## src/rtl/core/dpsc_pkg.sv

```systemverilog
`timescale 1ns / 1ps
// ----------------------------------------------------------------------------
// Dual encoder PI speed control package
// Shared widths, operation codes, register indexes and saturation helpers.
// ----------------------------------------------------------------------------
package dpsc_pkg;

  localparam int COUNT_WIDTH = 16;
  localparam int SPEED_WIDTH = 16;
  localparam int GAIN_WIDTH  = 8;
  localparam int DRIVE_WIDTH = 32;
  localparam int ERR_WIDTH   = SPEED_WIDTH + 1;
  localparam int PROD_WIDTH  = ERR_WIDTH + GAIN_WIDTH + 1;
  localparam int SUM_WIDTH   = DRIVE_WIDTH + 1;
  localparam int EXT_WIDTH   = 33;

  localparam int APB_ADDR_WIDTH = 4;
  localparam int APB_DATA_WIDTH = 32;

  typedef logic signed [COUNT_WIDTH-1:0] count_t;
  typedef logic signed [SPEED_WIDTH-1:0] speed_t;
  typedef logic        [GAIN_WIDTH-1:0]  gain_t;
  typedef logic signed [DRIVE_WIDTH-1:0] drive_t;
  typedef logic signed [SUM_WIDTH-1:0]   sum_t;

  localparam logic [1:0] OP_EDGE_ONE = 2'd0;
  localparam logic [1:0] OP_EDGE_TWO = 2'd1;
  localparam logic [1:0] OP_TICK     = 2'd2;
  localparam logic [1:0] OP_NONE     = 2'd3;

  localparam logic [1:0] REG_TARGET      = 2'd0;
  localparam logic [1:0] REG_GAIN_P_RIGHT = 2'd1;
  localparam logic [1:0] REG_GAIN_P_LEFT = 2'd2;
  localparam logic [1:0] REG_GAIN_I      = 2'd3;

  localparam speed_t TARGET_RESET = '0;
  localparam gain_t  GAIN_P_RESET = 8'd10;
  localparam gain_t  GAIN_I_RESET = 8'd3;

  localparam count_t CNT_MAX = {1'b0, {(COUNT_WIDTH-1){1'b1}}};
  localparam count_t CNT_MIN = {1'b1, {(COUNT_WIDTH-1){1'b0}}};

  localparam drive_t DRIVE_MAX = {1'b0, {(DRIVE_WIDTH-1){1'b1}}};
  localparam drive_t DRIVE_MIN = {1'b1, {(DRIVE_WIDTH-1){1'b0}}};

  function automatic drive_t sat_drive(input sum_t v);
    drive_t r;
    if (v[SUM_WIDTH-1] != v[SUM_WIDTH-2]) begin
      r = v[SUM_WIDTH-1] ? DRIVE_MIN : DRIVE_MAX;
    end else begin
      r = v[DRIVE_WIDTH-1:0];
    end
    return r;
  endfunction

endpackage

```

## src/rtl/core/dpsc_in_if.sv

```systemverilog
`timescale 1ns / 1ps
// ----------------------------------------------------------------------------
// Dual encoder PI speed control request channel
// Valid/ready channel carrying one encoder edge or control tick request.
// ----------------------------------------------------------------------------
interface dpsc_in_if;
  logic              valid;
  logic              ready;
  logic [1:0]        operation;
  logic              phase_a;
  logic              phase_b;
  logic signed [15:0] speed_right;
  logic signed [15:0] speed_left;

  modport source (output valid, operation, phase_a, phase_b, speed_right, speed_left,
                  input ready);
  modport sink (input valid, operation, phase_a, phase_b, speed_right, speed_left,
                output ready);
endinterface

```

## src/rtl/core/dpsc_out_if.sv

```systemverilog
`timescale 1ns / 1ps
// ----------------------------------------------------------------------------
// Dual encoder PI speed control result channel
// Valid/ready channel carrying the counts and drive values of one tick.
// ----------------------------------------------------------------------------
interface dpsc_out_if;
  logic               valid;
  logic               ready;
  logic signed [15:0] count_one;
  logic signed [15:0] count_two;
  logic signed [31:0] drive_right;
  logic signed [31:0] drive_left;

  modport source (output valid, count_one, count_two, drive_right, drive_left,
                  input ready);
  modport sink (input valid, count_one, count_two, drive_right, drive_left,
                output ready);
endinterface

```

## src/rtl/core/dpsc_enc.sv

```systemverilog
`timescale 1ns / 1ps
// ----------------------------------------------------------------------------
// Quadrature edge counter
// Saturating signed edge counter with clear and a 16-bit saturated view.
// ----------------------------------------------------------------------------
module dpsc_enc
  import dpsc_pkg::*;
(
  input  logic               clk,
  input  logic               rst,
  input  logic               step_en,
  input  logic               clear_en,
  input  logic               phase_a,
  input  logic               phase_b,
  output logic signed [15:0] count_sat
);

  count_t                        count;
  count_t                        count_next;
  logic signed [EXT_WIDTH-1:0]   count_ext;

  always_comb begin
    count_next = count;
    if (clear_en) begin
      count_next = '0;
    end else if (step_en) begin
      if (phase_a == phase_b) begin
        if (count != CNT_MAX) begin
          count_next = count + count_t'(1);
        end
      end else begin
        if (count != CNT_MIN) begin
          count_next = count - count_t'(1);
        end
      end
    end
  end

  always_ff @(posedge clk) begin
    if (rst) begin
      count <= '0;
    end else begin
      count <= count_next;
    end
  end

  assign count_ext = {{(EXT_WIDTH-COUNT_WIDTH){count[COUNT_WIDTH-1]}}, count};

  always_comb begin
    if (count_ext > 33'sd32767) begin
      count_sat = 16'sh7FFF;
    end else if (count_ext < -33'sd32768) begin
      count_sat = 16'sh8000;
    end else begin
      count_sat = count_ext[15:0];
    end
  end

endmodule

```

## src/rtl/core/dpsc_pi.sv

```systemverilog
`timescale 1ns / 1ps
// ----------------------------------------------------------------------------
// PI speed controller
// One motor's integrator and saturated proportional plus integral drive.
// ----------------------------------------------------------------------------
module dpsc_pi
  import dpsc_pkg::*;
(
  input  logic   clk,
  input  logic   rst,
  input  logic   update_en,
  input  speed_t target,
  input  speed_t speed,
  input  gain_t  gain_p,
  input  gain_t  gain_i,
  output drive_t drive
);

  drive_t                        integral;
  drive_t                        integral_next;
  logic signed [ERR_WIDTH-1:0]   err;
  logic signed [PROD_WIDTH-1:0]  prod_i;
  logic signed [PROD_WIDTH-1:0]  prod_p;
  sum_t                          sum_i;
  sum_t                          sum_d;

  assign err    = {target[SPEED_WIDTH-1], target} - {speed[SPEED_WIDTH-1], speed};
  assign prod_i = err * $signed({1'b0, gain_i});
  assign prod_p = err * $signed({1'b0, gain_p});

  assign sum_i = {integral[DRIVE_WIDTH-1], integral}
               + {{(SUM_WIDTH-PROD_WIDTH){prod_i[PROD_WIDTH-1]}}, prod_i};
  assign integral_next = sat_drive(sum_i);

  assign sum_d = {integral_next[DRIVE_WIDTH-1], integral_next}
               + {{(SUM_WIDTH-PROD_WIDTH){prod_p[PROD_WIDTH-1]}}, prod_p};
  assign drive = sat_drive(sum_d);

  always_ff @(posedge clk) begin
    if (rst) begin
      integral <= '0;
    end else if (update_en) begin
      integral <= integral_next;
    end
  end

endmodule

```

## src/rtl/core/dual_encoder_pi_speed_control_unit.sv

```systemverilog
`timescale 1ns / 1ps
// ----------------------------------------------------------------------------
// Dual encoder PI speed control unit
// Two quadrature edge counters and two PI speed loops behind valid/ready
// channels and an APB-style register port.
// ----------------------------------------------------------------------------
// A request is registered on acceptance and processed from that register; a
// tick result is registered. One request is taken per cycle unless a tick
// request waits on a full result register; an edge request gives no result.
// The limit is both PI loops' multiply-add paths from the request register
// into the integrators and the result register, which holds a finished result
// while edge requests are taken. Registers sit at byte addresses 0, 4, 8 and
// 12; the user must write them only while idle; the block does not enforce it.
module dual_encoder_pi_speed_control_unit
  import dpsc_pkg::*;
(
  input  logic                      clk,
  input  logic                      rst,
  dpsc_in_if.sink                   cmd,
  dpsc_out_if.source                res,
  input  logic                      psel,
  input  logic                      penable,
  input  logic                      pwrite,
  input  logic [APB_ADDR_WIDTH-1:0] paddr,
  input  logic [APB_DATA_WIDTH-1:0] pwdata,
  output logic [APB_DATA_WIDTH-1:0] prdata,
  output logic                      pready
);

  speed_t target_speed;
  gain_t  gain_p_right;
  gain_t  gain_p_left;
  gain_t  gain_i;

  logic       req_valid;
  logic [1:0] req_op;
  logic       req_a;
  logic       req_b;
  speed_t     req_speed_right;
  speed_t     req_speed_left;

  logic       out_free;
  logic       fire;
  logic       edge_one;
  logic       edge_two;
  logic       tick;

  logic signed [15:0] count_one;
  logic signed [15:0] count_two;
  drive_t             drive_right;
  drive_t             drive_left;

  logic               wr_en;

  assign pready = 1'b1;
  assign wr_en  = psel && penable && pwrite && pready;

  always_ff @(posedge clk) begin
    if (rst) begin
      target_speed <= TARGET_RESET;
      gain_p_right <= GAIN_P_RESET;
      gain_p_left  <= GAIN_P_RESET;
      gain_i       <= GAIN_I_RESET;
    end else if (wr_en) begin
      case (paddr[3:2])
        REG_TARGET:       target_speed <= pwdata[SPEED_WIDTH-1:0];
        REG_GAIN_P_RIGHT: gain_p_right <= pwdata[GAIN_WIDTH-1:0];
        REG_GAIN_P_LEFT:  gain_p_left  <= pwdata[GAIN_WIDTH-1:0];
        REG_GAIN_I:       gain_i       <= pwdata[GAIN_WIDTH-1:0];
        default: begin
        end
      endcase
    end
  end

  always_comb begin
    case (paddr[3:2])
      REG_TARGET:       prdata = {16'b0, target_speed};
      REG_GAIN_P_RIGHT: prdata = {24'b0, gain_p_right};
      REG_GAIN_P_LEFT:  prdata = {24'b0, gain_p_left};
      REG_GAIN_I:       prdata = {24'b0, gain_i};
      default:          prdata = '0;
    endcase
  end

  assign out_free  = !res.valid || res.ready;
  assign fire      = req_valid && ((req_op != OP_TICK) || out_free);
  assign cmd.ready = !req_valid || fire;

  always_ff @(posedge clk) begin
    if (rst) begin
      req_valid <= 1'b0;
    end else if (cmd.ready) begin
      req_valid <= cmd.valid;
    end
  end

  always_ff @(posedge clk) begin
    if (cmd.valid && cmd.ready) begin
      req_op          <= cmd.operation;
      req_a           <= cmd.phase_a;
      req_b           <= cmd.phase_b;
      req_speed_right <= cmd.speed_right;
      req_speed_left  <= cmd.speed_left;
    end
  end

  always_comb begin
    edge_one = 1'b0;
    edge_two = 1'b0;
    tick     = 1'b0;
    case (req_op)
      OP_EDGE_ONE: edge_one = fire;
      OP_EDGE_TWO: edge_two = fire;
      OP_TICK:     tick     = fire;
      OP_NONE: begin
      end
      default: begin
      end
    endcase
  end

  dpsc_enc u_enc_one (
    .clk       (clk),
    .rst       (rst),
    .step_en   (edge_one),
    .clear_en  (tick),
    .phase_a   (req_a),
    .phase_b   (req_b),
    .count_sat (count_one)
  );

  dpsc_enc u_enc_two (
    .clk       (clk),
    .rst       (rst),
    .step_en   (edge_two),
    .clear_en  (tick),
    .phase_a   (req_a),
    .phase_b   (req_b),
    .count_sat (count_two)
  );

  dpsc_pi u_pi_right (
    .clk       (clk),
    .rst       (rst),
    .update_en (tick),
    .target    (target_speed),
    .speed     (req_speed_right),
    .gain_p    (gain_p_right),
    .gain_i    (gain_i),
    .drive     (drive_right)
  );

  dpsc_pi u_pi_left (
    .clk       (clk),
    .rst       (rst),
    .update_en (tick),
    .target    (target_speed),
    .speed     (req_speed_left),
    .gain_p    (gain_p_left),
    .gain_i    (gain_i),
    .drive     (drive_left)
  );

  always_ff @(posedge clk) begin
    if (rst) begin
      res.valid <= 1'b0;
    end else if (tick) begin
      res.valid <= 1'b1;
    end else if (res.ready) begin
      res.valid <= 1'b0;
    end
  end

  always_ff @(posedge clk) begin
    if (tick) begin
      res.count_one   <= count_one;
      res.count_two   <= count_two;
      res.drive_right <= drive_right;
      res.drive_left  <= drive_left;
    end
  end

endmodule

```

## src/flat_wrapper.sv

```systemverilog
// flat-port wrapper written by rule: the top's interface ports become plain ports
module dual_encoder_pi_speed_control_unit_flat import dpsc_pkg::*;
  (clk, rst, psel, penable, pwrite, paddr, pwdata, prdata, pready, cmd_valid, cmd_operation, cmd_phase_a, cmd_phase_b, cmd_speed_right, cmd_speed_left, cmd_ready, res_valid, res_count_one, res_count_two, res_drive_right, res_drive_left, res_ready);
  dpsc_in_if cmd_i ();
  dpsc_out_if res_i ();
  input  logic clk;
  input  logic rst;
  input  logic psel;
  input  logic penable;
  input  logic pwrite;
  input  logic [APB_ADDR_WIDTH-1:0] paddr;
  input  logic [APB_DATA_WIDTH-1:0] pwdata;
  output logic [APB_DATA_WIDTH-1:0] prdata;
  output logic pready;
  input wire logic [$bits(cmd_i.valid)-1:0] cmd_valid;
  input wire logic [$bits(cmd_i.operation)-1:0] cmd_operation;
  input wire logic [$bits(cmd_i.phase_a)-1:0] cmd_phase_a;
  input wire logic [$bits(cmd_i.phase_b)-1:0] cmd_phase_b;
  input wire logic [$bits(cmd_i.speed_right)-1:0] cmd_speed_right;
  input wire logic [$bits(cmd_i.speed_left)-1:0] cmd_speed_left;
  output wire logic [$bits(cmd_i.ready)-1:0] cmd_ready;
  output wire logic [$bits(res_i.valid)-1:0] res_valid;
  output wire logic [$bits(res_i.count_one)-1:0] res_count_one;
  output wire logic [$bits(res_i.count_two)-1:0] res_count_two;
  output wire logic [$bits(res_i.drive_right)-1:0] res_drive_right;
  output wire logic [$bits(res_i.drive_left)-1:0] res_drive_left;
  input wire logic [$bits(res_i.ready)-1:0] res_ready;
  assign cmd_i.valid = cmd_valid;
  assign cmd_i.operation = cmd_operation;
  assign cmd_i.phase_a = cmd_phase_a;
  assign cmd_i.phase_b = cmd_phase_b;
  assign cmd_i.speed_right = cmd_speed_right;
  assign cmd_i.speed_left = cmd_speed_left;
  assign cmd_ready = cmd_i.ready;
  assign res_valid = res_i.valid;
  assign res_count_one = res_i.count_one;
  assign res_count_two = res_i.count_two;
  assign res_drive_right = res_i.drive_right;
  assign res_drive_left = res_i.drive_left;
  assign res_i.ready = res_ready;
  dual_encoder_pi_speed_control_unit u_core (.clk(clk), .rst(rst), .cmd(cmd_i), .res(res_i), .psel(psel), .penable(penable), .pwrite(pwrite), .paddr(paddr), .pwdata(pwdata), .prdata(prdata), .pready(pready));
endmodule
```

## config.mk

```make
export PLATFORM = sky130hd
export DESIGN_NAME = dual_encoder_pi_speed_control_unit_flat
export DESIGN_NICKNAME = d
export VERILOG_FILES = /design/src/rtl/core/dpsc_pkg.sv /design/src/rtl/core/dpsc_in_if.sv /design/src/rtl/core/dpsc_out_if.sv /design/src/rtl/core/dpsc_enc.sv /design/src/rtl/core/dpsc_pi.sv /design/src/rtl/core/dual_encoder_pi_speed_control_unit.sv /design/src/flat_wrapper.sv
export SDC_FILE = /design/constraint.sdc
export NUM_CORES = 2
export LEC_CHECK = 0
export BUFFER_PORTS_ARGS = -buffer_cell sky130_fd_sc_hd__buf_2
export CORE_MARGIN = 2
export CORE_UTILIZATION = 45
export DETAILED_ROUTE_END_ITERATION = 10
export PLACE_DENSITY = 0.69
export SYNTH_ARGS = -nofsm -noshare
export SYNTH_HDL_FRONTEND = slang
export SYNTH_HIERARCHICAL = 1
export SYNTH_SLANG_ARGS = --single-unit
```

## constraint.sdc

```tcl
create_clock -name clk -period 28.9 [get_ports clk]
set_clock_uncertainty 0.2 [all_clocks]
set_input_delay 2.89 -clock clk [delete_from_list [all_inputs] [get_ports clk]]
set_output_delay 2.89 -clock clk [all_outputs]
set_load 0.05 [all_outputs]
```

==> impl_metrics.ini <==
[setup_path]
path_class = register to register
r2r_setup_slack_ps = 15420
cp-start-kind = register
worstSetupEndpointType = register
worstPathMaxFanout = 35
startpoint = u_core/req_speed_right[0]
critPathSlowestCell = nor2_2
worstReg2RegEnd = u_core/res.drive_right[10]
r2r_cells = 41
cp.arrival_ps = 13570
cpPeakStageDelay_ps = 960
worstPathRequired_ps = 28990
cp_common_cell = fa_1
rr_startpoint = u_core/req_speed_right[0]

[grt]
grt_pass1_vias = 30884
gr-total-overflow = 0
antenna_found_initial = 6
grt_max_degree = 57
met2_usage_pct = 38.5
grt_use_total_pct = 22.6
use_met1_pct = 29.9
grt_pass1_wl_um = 164000
use_met3_pct = 2.80
gr-max-usage-layer = met2

[synthesis]
synth_cell_type_count = 117
synth_edf_count = 132
netlist_area_um2 = 39700
ys_seq_area_share_pct = 16.9
async_flop_share_pct = 0
syn_area_per_cell_um2 = 9.17
ys.flop_type = dfxtp_1
synth_seq_cells = 270
synth_cells = 4333
synthTopCellsByArea = fa_1, ha_1, edfxtp_1, inv_1, dfxtp_1
yosysTopAreaCell = fa_1
yosys_warnings = 6
synth_top_cell_area_share_pct = 27.4

[timing]
finalSetupViolCount = 0
max_slew.worst_pin.slew_ps = 1200
final_max_slew_viol_count = 0
rsz0062_at_grt = false
hold_viol = 0
fmax_mhz = 74.2
min_period_ps = 13480
setup_tns_ps = 0
fin_crit_sh_pct = 46.6
relSlewSlack_pct = 19.5

[clock_tree]
worstSkewPairLatency_ps = 600
clk_pin_slew_worst_paths_ps = 60
cts_buffers = 38
cts-htree-levels = 2
cts.sinks = 270
ctsResizeCount = 0
cts_buffer_depth = 3
cts_tree = built
postCtsHoldBufs = 0
cts_setup_buffers = 0
cts-root-buf = clkbuf_16

[floorplan]
rows = 109
io_pins = 210
initial_core_util_pct = 45.2
dieArea_um2 = 90700
dieHeight_um = 301
core_um2 = 88000
die_x_um = 301

[min_path]
hold_class = register to register
min_path_cells = 2
min_from = u_core/u_pi_left/integral[9]
whs_endpoint = u_core/u_pi_left/integral[9]

[outcome]
status = completed

[drt]
drc = 0
vias_per_cell = 5.41
vias = 30232
first_pass_iters = 7
routedWlPerCell_um = 18.1
ant_nets = 0
wirelength_um = 101000
drtIter0Drc = 1964

[flow_run]
drv_cap = 0

[placed_design]
gp_congestion = 0.910
place_hpwl_um = 79000
port_buffers = 174

[layout]
fin_util_pct = 48.7
nNetsFinal = 5366
area_growth_pct = 7.78
drive_above_1_share_pct = 9.87
-- final cells by class --
type                       instances  area (µm²)
inverter                         741        2780
clock buffer                      48        1050
antenna                            1        2.50
fill                            8304       45100
tap                             1165        1460
multi-input combinational       3119       29300
sequential                       270        6730
timing repair buffer             227        1270
clock inverter                    22         278
-- registers in the layout (all words and copies together), names as in the netlist, 2 cells and up --
signal / cells
u_core/gain_p_right: 8
u_core/req_speed_left: 16
u_core/u_enc_two/count: 16
u_core/u_pi_right/integral: 32
u_core/req_speed_right: 16
u_core/u_pi_left/integral: 32
u_core/target_speed: 16
u_core/res.count_two: 16
u_core/gain_i: 8
u_core/res.drive_right: 32
u_core/u_enc_one/count: 16
u_core/req_op: 2
u_core/gain_p_left: 8
u_core/res.count_one: 16
u_core/res.drive_left: 32
-- through the flow --
stage                     area (µm²)  setup WS, ps  hold slack [ps]  cells
after floorplan                39800         17850              225   4348
after global placement         41500         15700              235   5522
after detailed placement       41500         15580              241   5522
after CTS                      42800         15490              249   5592
after global routing           42800         14620              273   5593
final                          42800         15420              245   5593
-- synthesized netlist by cell type, types with 21 or more instances --
cell,instances
inv_1,738
fa_1,544
nand2_1,388
ha_1,346
and2_1,252
a21oi_1,199
nor2_1,167
clkbuf_1,151
dfxtp_1,138
edfxtp_1,132
o21ai_0,106
xnor2_1,97
a21o_1,90
nor2b_1,81
xor2_1,69
nand3_1,66
nand2b_1,58
o21ai_1,48
and3_1,45
nor3_1,39
mux2i_1,37
o21a_1,37
maj3_2,36
nand4_1,31
maj3_1,28
a211oi_1,25
buf_4,23
a31oi_1,21
buf_2,21
-- kinds of logic (layout without fill, tap and decap cells) --
| family | count (synthesis) | count (layout) | synth area share [%] |
|---|---|---|---|
| xor gates and xnor gates | 171 | 171 | 3.95 |
| other | 2 | 18 | 0.0189 |
| muxes | 45 | 45 | 1.41 |
| and+or+nand+nor | 1211 | 1211 | 15.7 |
| adders and majority gates | 954 | 954 | 40.0 |
| DFF | 270 | 270 | 16.9 |
| buffers and inverters | 959 | 1038 | 9.68 |
| AOI/OAI and AO/OA | 721 | 721 | 12.4 |
-- cell usage in the layout, fill, tap and decap left out, types with 49 or more instances in the layout --
cell	instances
edfxtp_1	132
nand2b_1	58
o21ai_1	49
nor2_1	166
inv_1	738
nand2_1	388
nor2b_1	80
nand3_1	66
buf_4	54
dfxtp_1	138
buf_2	173
ha_1	346
xnor2_1	95
fa_1	544
and2_1	251
a21o_1	90
o21ai_0	105
xor2_1	68
a21oi_1	199
-- critical path: cells and delay by family (launching register included) --
family	cells	cell delay, ps
adders and majority gates	10	4470
and+or+nand+nor	9	3540
AOI/OAI and AO/OA	14	3510
buffers and inverters	6	610
DFF	1	480
xor gates and xnor gates	2	320
-- worst max-delay path by stage --
stage | depth (start not counted) | end | slack (ps)
CTS | 44 | u_core/res.drive_right[10] | 15490
floorplan | 42 | u_core/res.drive_right[28] | 17850
finish | 41 | u_core/res.drive_right[10] | 15420
global placement | 44 | u_core/res.drive_right[10] | 15700
detailed placement | 44 | u_core/res.drive_right[26] | 15580
global route | 44 | u_core/res.drive_right[10] | 14620
-- layer usage --
| layer | part of all wire, % | up-vias |
|---|---|---|
| met4 | 2.8 | 6 |
| met1 | 44 | 15111 |
| li1 | - | 14198 |
| met5 | 0.035 | - |
| met2 | 49 | 749 |
| met3 | 4.6 | 168 |
Power is not shown: default switching activity piles up to over one toggle a cycle in this logic, so the estimate is an artifact.
